`config.mk`:
```
export PLATFORM = sky130hd
export DESIGN_NAME = four_stop_gradient_map_rgb565_core
export DESIGN_NICKNAME = d
export VERILOG_FILES = /design/src/fsgm_pkg.sv /design/src/fsgm_seg.sv /design/src/fsgm_lane.sv /design/src/four_stop_gradient_map_rgb565_core.sv
export SDC_FILE = /design/constraint.sdc
export NUM_CORES = 1
export LEC_CHECK = 0
export ABC_AREA = 1
export BUFFER_PORTS_ARGS = -buffer_cell sky130_fd_sc_hd__buf_2
export CAP_MARGIN = 20
export CELL_PAD_IN_SITES_DETAIL_PLACEMENT = 1
export CELL_PAD_IN_SITES_GLOBAL_PLACEMENT = 1
export CORE_MARGIN = 1
export CORE_UTILIZATION = 30
export CTS_CLUSTER_SIZE = 12
export DETAILED_ROUTE_END_ITERATION = 10
export MAX_ROUTING_LAYER = met4
export PLACE_DENSITY_LB_ADDON = 0.12
export SETUP_SLACK_MARGIN = 0.2
export SYNTH_ARGS = -nofsm -noshare
export SYNTH_HDL_FRONTEND = slang
export SYNTH_SLANG_ARGS = --single-unit
```
`constraint.sdc`:
```
create_clock -name clk -period 6.06 [get_ports clk]
set_clock_uncertainty 0.15 [all_clocks]
set_input_delay 0.303 -clock clk [delete_from_list [all_inputs] [get_ports clk]]
set_output_delay 0.303 -clock clk [all_outputs]
set_load 0.02 [all_outputs]
```
`src/fsgm_pkg.sv`:
```
`default_nettype none
package fsgm_pkg;

	// Register map
	localparam int unsigned ADDR_W = 4;
	localparam int unsigned STOP_W = 24;
	localparam int unsigned CH_W   = 8;

	typedef enum logic [1:0] {
		REG_STOP_BLACK     = 2'd0,
		REG_STOP_SHADOW    = 2'd1,
		REG_STOP_HIGHLIGHT = 2'd2,
		REG_STOP_WHITE     = 2'd3
	} fsgm_reg_t;

	localparam logic [STOP_W-1:0] RST_STOP_BLACK     = 24'h000000;
	localparam logic [STOP_W-1:0] RST_STOP_SHADOW    = 24'h555555;
	localparam logic [STOP_W-1:0] RST_STOP_HIGHLIGHT = 24'hAAAAAA;
	localparam logic [STOP_W-1:0] RST_STOP_WHITE     = 24'hFFFFFF;

	// Segment boundaries on the luminance axis
	localparam logic [7:0] LUM_SEG1 = 8'd85;
	localparam logic [7:0] LUM_SEG2 = 8'd170;

	// floor(x / 85) = (x * RECIP_85) >> RECIP_SHIFT for x below 39568
	localparam logic [14:0] RECIP_85    = 15'd24673;
	localparam int unsigned RECIP_SHIFT = 21;

	typedef logic [3:0][STOP_W-1:0] fsgm_stops_t;

	// One channel after segment selection: start value, step magnitude and step sign
	typedef struct packed {
		logic [CH_W-1:0] base;
		logic [CH_W-1:0] mag;
		logic            neg;
	} fsgm_chan_t;

	// Per-stage load strobes from the pipeline control
	typedef struct packed {
		logic s2;
		logic s3;
		logic s4;
	} fsgm_adv_t;

endpackage
`default_nettype wire

```
`src/fsgm_seg.sv`:
```
`default_nettype none
module fsgm_seg (
	input  wire logic                           clk,
	input  wire logic                           en_s1,
	input  wire logic [7:0]                     luminance,
	input  wire fsgm_pkg::fsgm_stops_t          stops,
	output fsgm_pkg::fsgm_chan_t [2:0]          chan_s1,
	output logic [6:0]                          t_s1
);

	logic [1:0]                       seg;
	logic [1:0]                       seg_up;
	logic [7:0]                       base_lum;
	logic [fsgm_pkg::STOP_W-1:0]      stop_a;
	logic [fsgm_pkg::STOP_W-1:0]      stop_b;
	fsgm_pkg::fsgm_chan_t [2:0]       chan;

	// Pick the segment and the offset inside it
	always_comb begin
		if (luminance >= fsgm_pkg::LUM_SEG2) begin
			seg      = 2'd2;
			base_lum = fsgm_pkg::LUM_SEG2;
		end else if (luminance >= fsgm_pkg::LUM_SEG1) begin
			seg      = 2'd1;
			base_lum = fsgm_pkg::LUM_SEG1;
		end else begin
			seg      = 2'd0;
			base_lum = 8'd0;
		end
		seg_up = seg + 2'd1;
		stop_a = stops[seg];
		stop_b = stops[seg_up];
	end

	// Split into channels, keep the step as sign and magnitude
	always_comb begin
		logic [8:0] diff;
		logic [8:0] diff_abs;
		for (int c = 0; c < 3; c++) begin
			diff = {1'b0, stop_b[c*8 +: 8]} - {1'b0, stop_a[c*8 +: 8]};
			diff_abs = diff[8] ? (9'd0 - diff) : diff;
			chan[c].base = stop_a[c*8 +: 8];
			chan[c].mag  = diff_abs[7:0];
			chan[c].neg  = diff[8];
		end
	end

	always_ff @(posedge clk) begin
		if (en_s1) begin
			chan_s1 <= chan;
			t_s1    <= 7'(luminance - base_lum);
		end
	end

endmodule
`default_nettype wire

```
`src/fsgm_lane.sv`:
```
`default_nettype none
module fsgm_lane (
	input  wire logic                 clk,
	input  wire fsgm_pkg::fsgm_adv_t  adv,
	input  wire logic                 green,
	input  wire fsgm_pkg::fsgm_chan_t chan_s1,
	input  wire logic [6:0]           t_s1,
	output logic [5:0]                qnt_s4
);

	logic [14:0] prod_s2;
	logic        neg_s2;
	logic [7:0]  base_s2;
	logic [7:0]  quot_s3;
	logic        neg_s3;
	logic [7:0]  base_s3;
	logic [29:0] recip_full;
	logic [7:0]  chan_val;
	logic [14:0] num;
	logic [14:0] fold;

	// Stage 2: step magnitude times offset
	always_ff @(posedge clk) begin
		if (adv.s2) begin
			prod_s2 <= 15'(chan_s1.mag * t_s1);
			neg_s2  <= chan_s1.neg;
			base_s2 <= chan_s1.base;
		end
	end

	// Stage 3: divide by 85 through the reciprocal
	assign recip_full = 30'(prod_s2) * 30'(fsgm_pkg::RECIP_85);

	always_ff @(posedge clk) begin
		if (adv.s3) begin
			quot_s3 <= recip_full[fsgm_pkg::RECIP_SHIFT +: 8];
			neg_s3  <= neg_s2;
			base_s3 <= base_s2;
		end
	end

	// Stage 4: apply the signed step, then round to 5 or 6 bits
	always_comb begin
		chan_val = neg_s3 ? (base_s3 - quot_s3) : (base_s3 + quot_s3);
		if (green) begin
			num = ({chan_val, 6'b0} - 15'(chan_val)) + 15'd127;
		end else begin
			num = ({1'b0, chan_val, 5'b0} - 15'(chan_val)) + 15'd127;
		end
		// floor(num / 255) for num below 32640
		fold = num + 15'd1 + 15'(num[14:8]);
	end

	always_ff @(posedge clk) begin
		if (adv.s4) begin
			qnt_s4 <= fold[13:8];
		end
	end

endmodule
`default_nettype wire

```
`src/four_stop_gradient_map_rgb565_core.sv`:
```
`default_nettype none
// Recolors a stream of 8-bit luminance words to RGB565 through a four-stop
// ramp whose stops (0xRRGGBB) sit at luminance 0, 85, 170 and 255 and are
// set over the APB port at byte addresses 0x0, 0x4, 0x8 and 0xC. One word is
// taken every cycle while s_tready is high; each result passes in turn through
// the four register stages (segment select, step multiply, divide by
// 85 through a reciprocal multiply, add and 5/6/5 rounding). When m_tready
// drops, the stages fill and s_tready falls only once all four hold data.
// Stop registers are to be written only while no word is in flight.
module four_stop_gradient_map_rgb565_core (
	input  wire logic                        clk,
	input  wire logic                        arst_n,
	// APB configuration port
	input  wire logic                        psel,
	input  wire logic                        penable,
	input  wire logic                        pwrite,
	input  wire logic [fsgm_pkg::ADDR_W-1:0] paddr,
	input  wire logic [31:0]                 pwdata,
	output logic [31:0]                      prdata,
	output logic                             pready,
	// Input stream
	input  wire logic                        s_tvalid,
	output logic                             s_tready,
	input  wire logic [7:0]                  s_tdata,  // [7:0] luminance
	// Output stream
	output logic                             m_tvalid,
	input  wire logic                        m_tready,
	output logic [15:0]                      m_tdata   // [15:0] rgb565
);

	fsgm_pkg::fsgm_stops_t      stops_q;
	fsgm_pkg::fsgm_reg_t        reg_sel;
	fsgm_pkg::fsgm_chan_t [2:0] chan_s1;
	fsgm_pkg::fsgm_adv_t        adv;
	logic [6:0]                 t_s1;
	logic [2:0][5:0]            qnt_s4;
	logic                       valid_s1;
	logic                       valid_s2;
	logic                       valid_s3;
	logic                       valid_s4;
	logic                       rdy_s1;
	logic                       rdy_s2;
	logic                       rdy_s3;
	logic                       rdy_s4;

	// Stop registers
	assign pready  = 1'b1;
	assign reg_sel = fsgm_pkg::fsgm_reg_t'(paddr[3:2]);

	always_ff @(posedge clk or negedge arst_n) begin
		if (!arst_n) begin
			stops_q[fsgm_pkg::REG_STOP_BLACK]     <= fsgm_pkg::RST_STOP_BLACK;
			stops_q[fsgm_pkg::REG_STOP_SHADOW]    <= fsgm_pkg::RST_STOP_SHADOW;
			stops_q[fsgm_pkg::REG_STOP_HIGHLIGHT] <= fsgm_pkg::RST_STOP_HIGHLIGHT;
			stops_q[fsgm_pkg::REG_STOP_WHITE]     <= fsgm_pkg::RST_STOP_WHITE;
		end else if (psel && penable && pwrite && pready) begin
			stops_q[reg_sel] <= pwdata[fsgm_pkg::STOP_W-1:0];
		end
	end

	assign prdata = {8'd0, stops_q[reg_sel]};

	// Pipeline control: a stage loads when it is empty or drains this cycle
	assign rdy_s4   = !valid_s4 || m_tready;
	assign rdy_s3   = !valid_s3 || rdy_s4;
	assign rdy_s2   = !valid_s2 || rdy_s3;
	assign rdy_s1   = !valid_s1 || rdy_s2;
	assign s_tready = rdy_s1;
	assign adv.s2   = rdy_s2;
	assign adv.s3   = rdy_s3;
	assign adv.s4   = rdy_s4;

	always_ff @(posedge clk or negedge arst_n) begin
		if (!arst_n) begin
			valid_s1 <= 1'b0;
			valid_s2 <= 1'b0;
			valid_s3 <= 1'b0;
			valid_s4 <= 1'b0;
		end else begin
			if (rdy_s1) valid_s1 <= s_tvalid;
			if (rdy_s2) valid_s2 <= valid_s1;
			if (rdy_s3) valid_s3 <= valid_s2;
			if (rdy_s4) valid_s4 <= valid_s3;
		end
	end

	// Stage 1: segment select
	fsgm_seg u_seg (
		.clk       (clk),
		.en_s1     (rdy_s1),
		.luminance (s_tdata),
		.stops     (stops_q),
		.chan_s1   (chan_s1),
		.t_s1      (t_s1)
	);

	// Stages 2 to 4, one lane per channel (2 red, 1 green, 0 blue)
	for (genvar c = 0; c < 3; c++) begin : g_lane
		fsgm_lane u_lane (
			.clk     (clk),
			.adv     (adv),
			.green   (c == 1),
			.chan_s1 (chan_s1[c]),
			.t_s1    (t_s1),
			.qnt_s4  (qnt_s4[c])
		);
	end

	assign m_tvalid = valid_s4;
	assign m_tdata  = {qnt_s4[2][4:0], qnt_s4[1], qnt_s4[0][4:0]};

endmodule
`default_nettype wire

```
==> impl_metrics.csv <==
group,metric,value,unit
status,status,"complete, no violations",
critical_path,cp.required,6250,ps
floorplanning,core_area,97000,um^2
detailed_routing,via_per_inst,4.66,
synthesis,synthesis.area,29500,um^2
hold_path,number_of_instances_on_the_worst_hold_path,3,
critical_path,critPathMaxStageDelay,420,ps
critical_path,worst_r2r_endpoint,"g_lane[1].u_lane.qnt_s4[5]$_DFFE_PP_",
detailed_routing,drcViolationCount,0,
floorplanning,die_area,99500,um^2
critical_path,critPathCaptureType,"flip-flop",
global_route,via_count_of_the_first_global_routing_pass,24319,
final_layout,area.growth.synth_to_final,14.2,%
sta,worstMarginPinSlew,950,ps
hold_path,timing.hold.worst_endpoint,"u_seg.t_s1[6]$_DFFE_PP_",
final_layout,num-nets-final,4249,
placed_design,port_buffers,82,
detailed_routing,drt_iter0_markers,677,
synthesis,yosys.cell_types.count,56,
sta,layout_min_cycle_time,5780,ps
clock_tree,cts_num_sinks,297,
global_route,initial_antenna_violation_count,2,
sta,timing.setup.tns,0,ps
critical_path,rr_startpoint,"g_lane[1].u_lane.quot_s3[0]$_DFFE_PP_",
detailed_routing,post_drt_wl_per_cell,15.9,um
sta,max-slew-margin-rel,36.6,%
hold_path,hp-start,"s_tdata[6]",
floorplanning,dieHeight,315,um
final_layout,drive_gt1_share,10.5,%
global_route,grt.overflow.total,0,
sta,timing.fmax,0.173,GHz
synthesis,synth.yosys.seq_area_share,28.8,%
clock_tree,cts_buffers,42,
critical_path,critPathArrivalTime,5970,ps
floorplanning,placementRows,114,
sta,rsz0062_at_grt,"true",
sta,final-hold-violation-count,0,
critical_path,critical-path-slowest-cell,"edfxtp_1",
floorplanning,die_width,315,um
clock_tree,cts_tree,"done",
detailed_routing,detailroute.via_count,22397,
clock_tree,cts-root-to-sink-buffers,3,
synthesis,number_of_synthesized_flops_with_an_enable_pin,197,
clock_tree,h-tree-depth,2,
clock_tree,clkSlewWorstSetupHoldPaths,60,ps
sta,final-setup-viol-count,0,
synthesis,synth_cells,3341,
synthesis,synth_area_per_cell,8.82,um^2
clock_tree,clock-root-buffer,"clkbuf_16",
critical_path,crit_path_max_fanout,4,
run,max-cap-violations,0,
placed_design,dp.final_hpwl,60.7,mm
placed_design,gpl.final_weighted_congestion,0.803,
detailed_routing,first_pass_iteration_count_of_the_detailed_router,6,
global_route,gr-usage-all-layers,16.3,%
synthesis,synth-main-ff-cell,"edfxtp_1",
critical_path,crit_path_start_kind,"flip-flop",
global_route,grt_pass1_wl,127,mm
floorplanning,initial_util,30.4,%
synthesis,ys_seq_elements,297,
clock_tree,clock_latency,620,ps
sta,fin_crit_sh,95.3,%
sta,timing.final.max_slew_violations,0,
critical_path,regToRegSetupSlack,280,ps
synthesis,async_flop_share,33.7,%
hold_path,worst_hold_path_type,"primary input to flip-flop",
final_layout,num-fill-cells,11412,
detailed_routing,route.final.wire_length,76.5,mm
synthesis,ys.warnings.count,0,
critical_path,worst-setup-path-type,"flip-flop to flip-flop",
floorplanning,io_pins,102,
critical_path,rr_worst_depth,34,
global_route,grt_start_max_net_pins,69,
critical_path,timing.critical_path.mode_cell,"a21oi_2",
detailed_routing,detail-route-antenna-nets,0,
metrics by stage:
step | cells | hold slack, ps | setup WS, ps | utilization, % | cell area [um^2]
6_report | 4807 | 102 | 283 | 34.7 | 33700
5_1_grt | 4806 | 79.1 | -21.3 | 34.7 | 33700
4_1_cts | 4786 | 55.0 | 249 | 34.3 | 33300
3_5_place_dp | 4677 | 257 | -60.4 | 32.5 | 31500
3_3_place_gp | 4677 | 257 | 67.4 | 32.5 | 31500
2_1_floorplan | 3348 | -143 | 440 | - | 29500
sequential cells by signal, summed over array words and instances (netlist names):
signal                 cells
g_lane.u_lane.quot_s3     24
m_tvalid                   1
g_lane.u_lane.neg_s2       3
u_seg.chan_s1             51
valid_s2                   1
stops_q                   96
g_lane.u_lane.prod_s2     45
u_seg.t_s1                 7
g_lane.u_lane.neg_s3       3
valid_s1                   1
g_lane.u_lane.base_s3     24
g_lane.u_lane.qnt_s4      16
g_lane.u_lane.base_s2     24
valid_s3                   1
critical path, delay by kind of cell (launching register included):
kind	cells	cell delay, ps
xor+xnor	3	470
flops	1	420
fa+ha+maj	6	1500
compound gates	10	1440
simple gates	8	980
buf+inv	7	520
Yosys cell counts, types with 17 or more instances:
master    instances  share of area (%)
clkbuf_1         54               0.69
dfrtp_1          52                4.4
nor2_1           90                1.1
dfstp_2          48                4.3
fa_1            155                 11
a22oi_1          38               0.97
nand2_2          17               0.36
nand3_1          84                1.4
a21oi_1         183                3.1
edfxtp_1        197                 20
o21bai_1         18               0.46
xnor2_1          43                1.3
o22ai_1          23               0.49
xor2_1          120                3.6
o21ai_0         164                2.8
nand2_1         638                8.1
inv_1           698                8.9
nand4_1          29               0.62
ha_1            547                 23
logic make-up after synthesis:
logic type / count (synthesis) / share of synthesized area, %
AO/OA/AOI/OAI: 482 / 9.27
XOR/XNOR: 165 / 4.95
adder cells (fa/ha/maj): 702 / 33.7
buffers and inverters: 776 / 10.0
flip-flops: 297 / 28.8
other: 2 / 0.0255
AND/OR/NAND/NOR: 917 / 13.3
per-layer routing:
metal  part of all wire [%]  track usage, %  up-vias  routed length [um]
met5                      0               -        -                   0
met1                     50            21.6    10964               38000
met2                     46            26.6      204               35400
met3                    2.3            1.89       72                1770
li1                       -               -    11157                   -
met4                    1.6            3.63        0                1250
placed cells by master (no fill, tap or decap), types with 7 or more instances in the layout:
cell type,instances
inv_1,692
nand2_1,634
ha_1,539
edfxtp_1,197
a21oi_1,173
o21ai_0,156
fa_1,154
xor2_1,116
nor2_1,86
nand3_1,84
buf_2,81
buf_4,60
dfrtp_1,52
dfstp_2,48
clkbuf_16,43
xnor2_1,40
a22oi_1,36
nand4_1,29
dlygate4sd3_1,28
o22ai_1,23
nand2_2,20
o21bai_1,17
inv_2,16
o211ai_1,13
nor2_2,13
o21ai_1,11
a21oi_2,10
nor3_1,10
conb_1,9
clkinv_1,8
nand3b_1,7
o221ai_1,7
worst max-delay path by stage:
stage / start / to / slack [ps]
detailed placement: g_lane[1].u_lane.quot_s3[0]$_DFFE_PP_ / g_lane[1].u_lane.qnt_s4[5]$_DFFE_PP_ / -60
global route: g_lane[1].u_lane.quot_s3[0]$_DFFE_PP_ / g_lane[1].u_lane.qnt_s4[5]$_DFFE_PP_ / -20
global placement: g_lane[1].u_lane.quot_s3[0]$_DFFE_PP_ / g_lane[1].u_lane.qnt_s4[5]$_DFFE_PP_ / 70
CTS: g_lane[1].u_lane.quot_s3[1]$_DFFE_PP_ / g_lane[1].u_lane.qnt_s4[5]$_DFFE_PP_ / 250
finish: g_lane[1].u_lane.quot_s3[0]$_DFFE_PP_ / g_lane[1].u_lane.qnt_s4[5]$_DFFE_PP_ / 280
floorplan: g_lane[1].u_lane.quot_s3[0]$_DFFE_PP_ / g_lane[1].u_lane.qnt_s4[5]$_DFFE_PP_ / 440
final cells by class:
cell class	instances	area, um^2	share of cell area, %
antenna	1	2.50	0.00743
sequential	297	8480	25.2
clock inverter	25	302	0.896
clock buffer	53	1150	3.43
tap	1276	1600	4.74
multi-input combinational	2275	18300	54.4
inverter	711	2670	7.93
timing repair buffer	169	1140	3.38
timing repair:
item	in CTS	in global routing
hold endpoints to repair	127	0
hold buffers	28	0
setup buffers	3	20
gates resized for setup	4	53
pin swaps	3	30
endpoints found under the setup margin	4	15
Power is not shown: default switching activity piles up to over one toggle a cycle in this logic, so the estimate is an artifact.
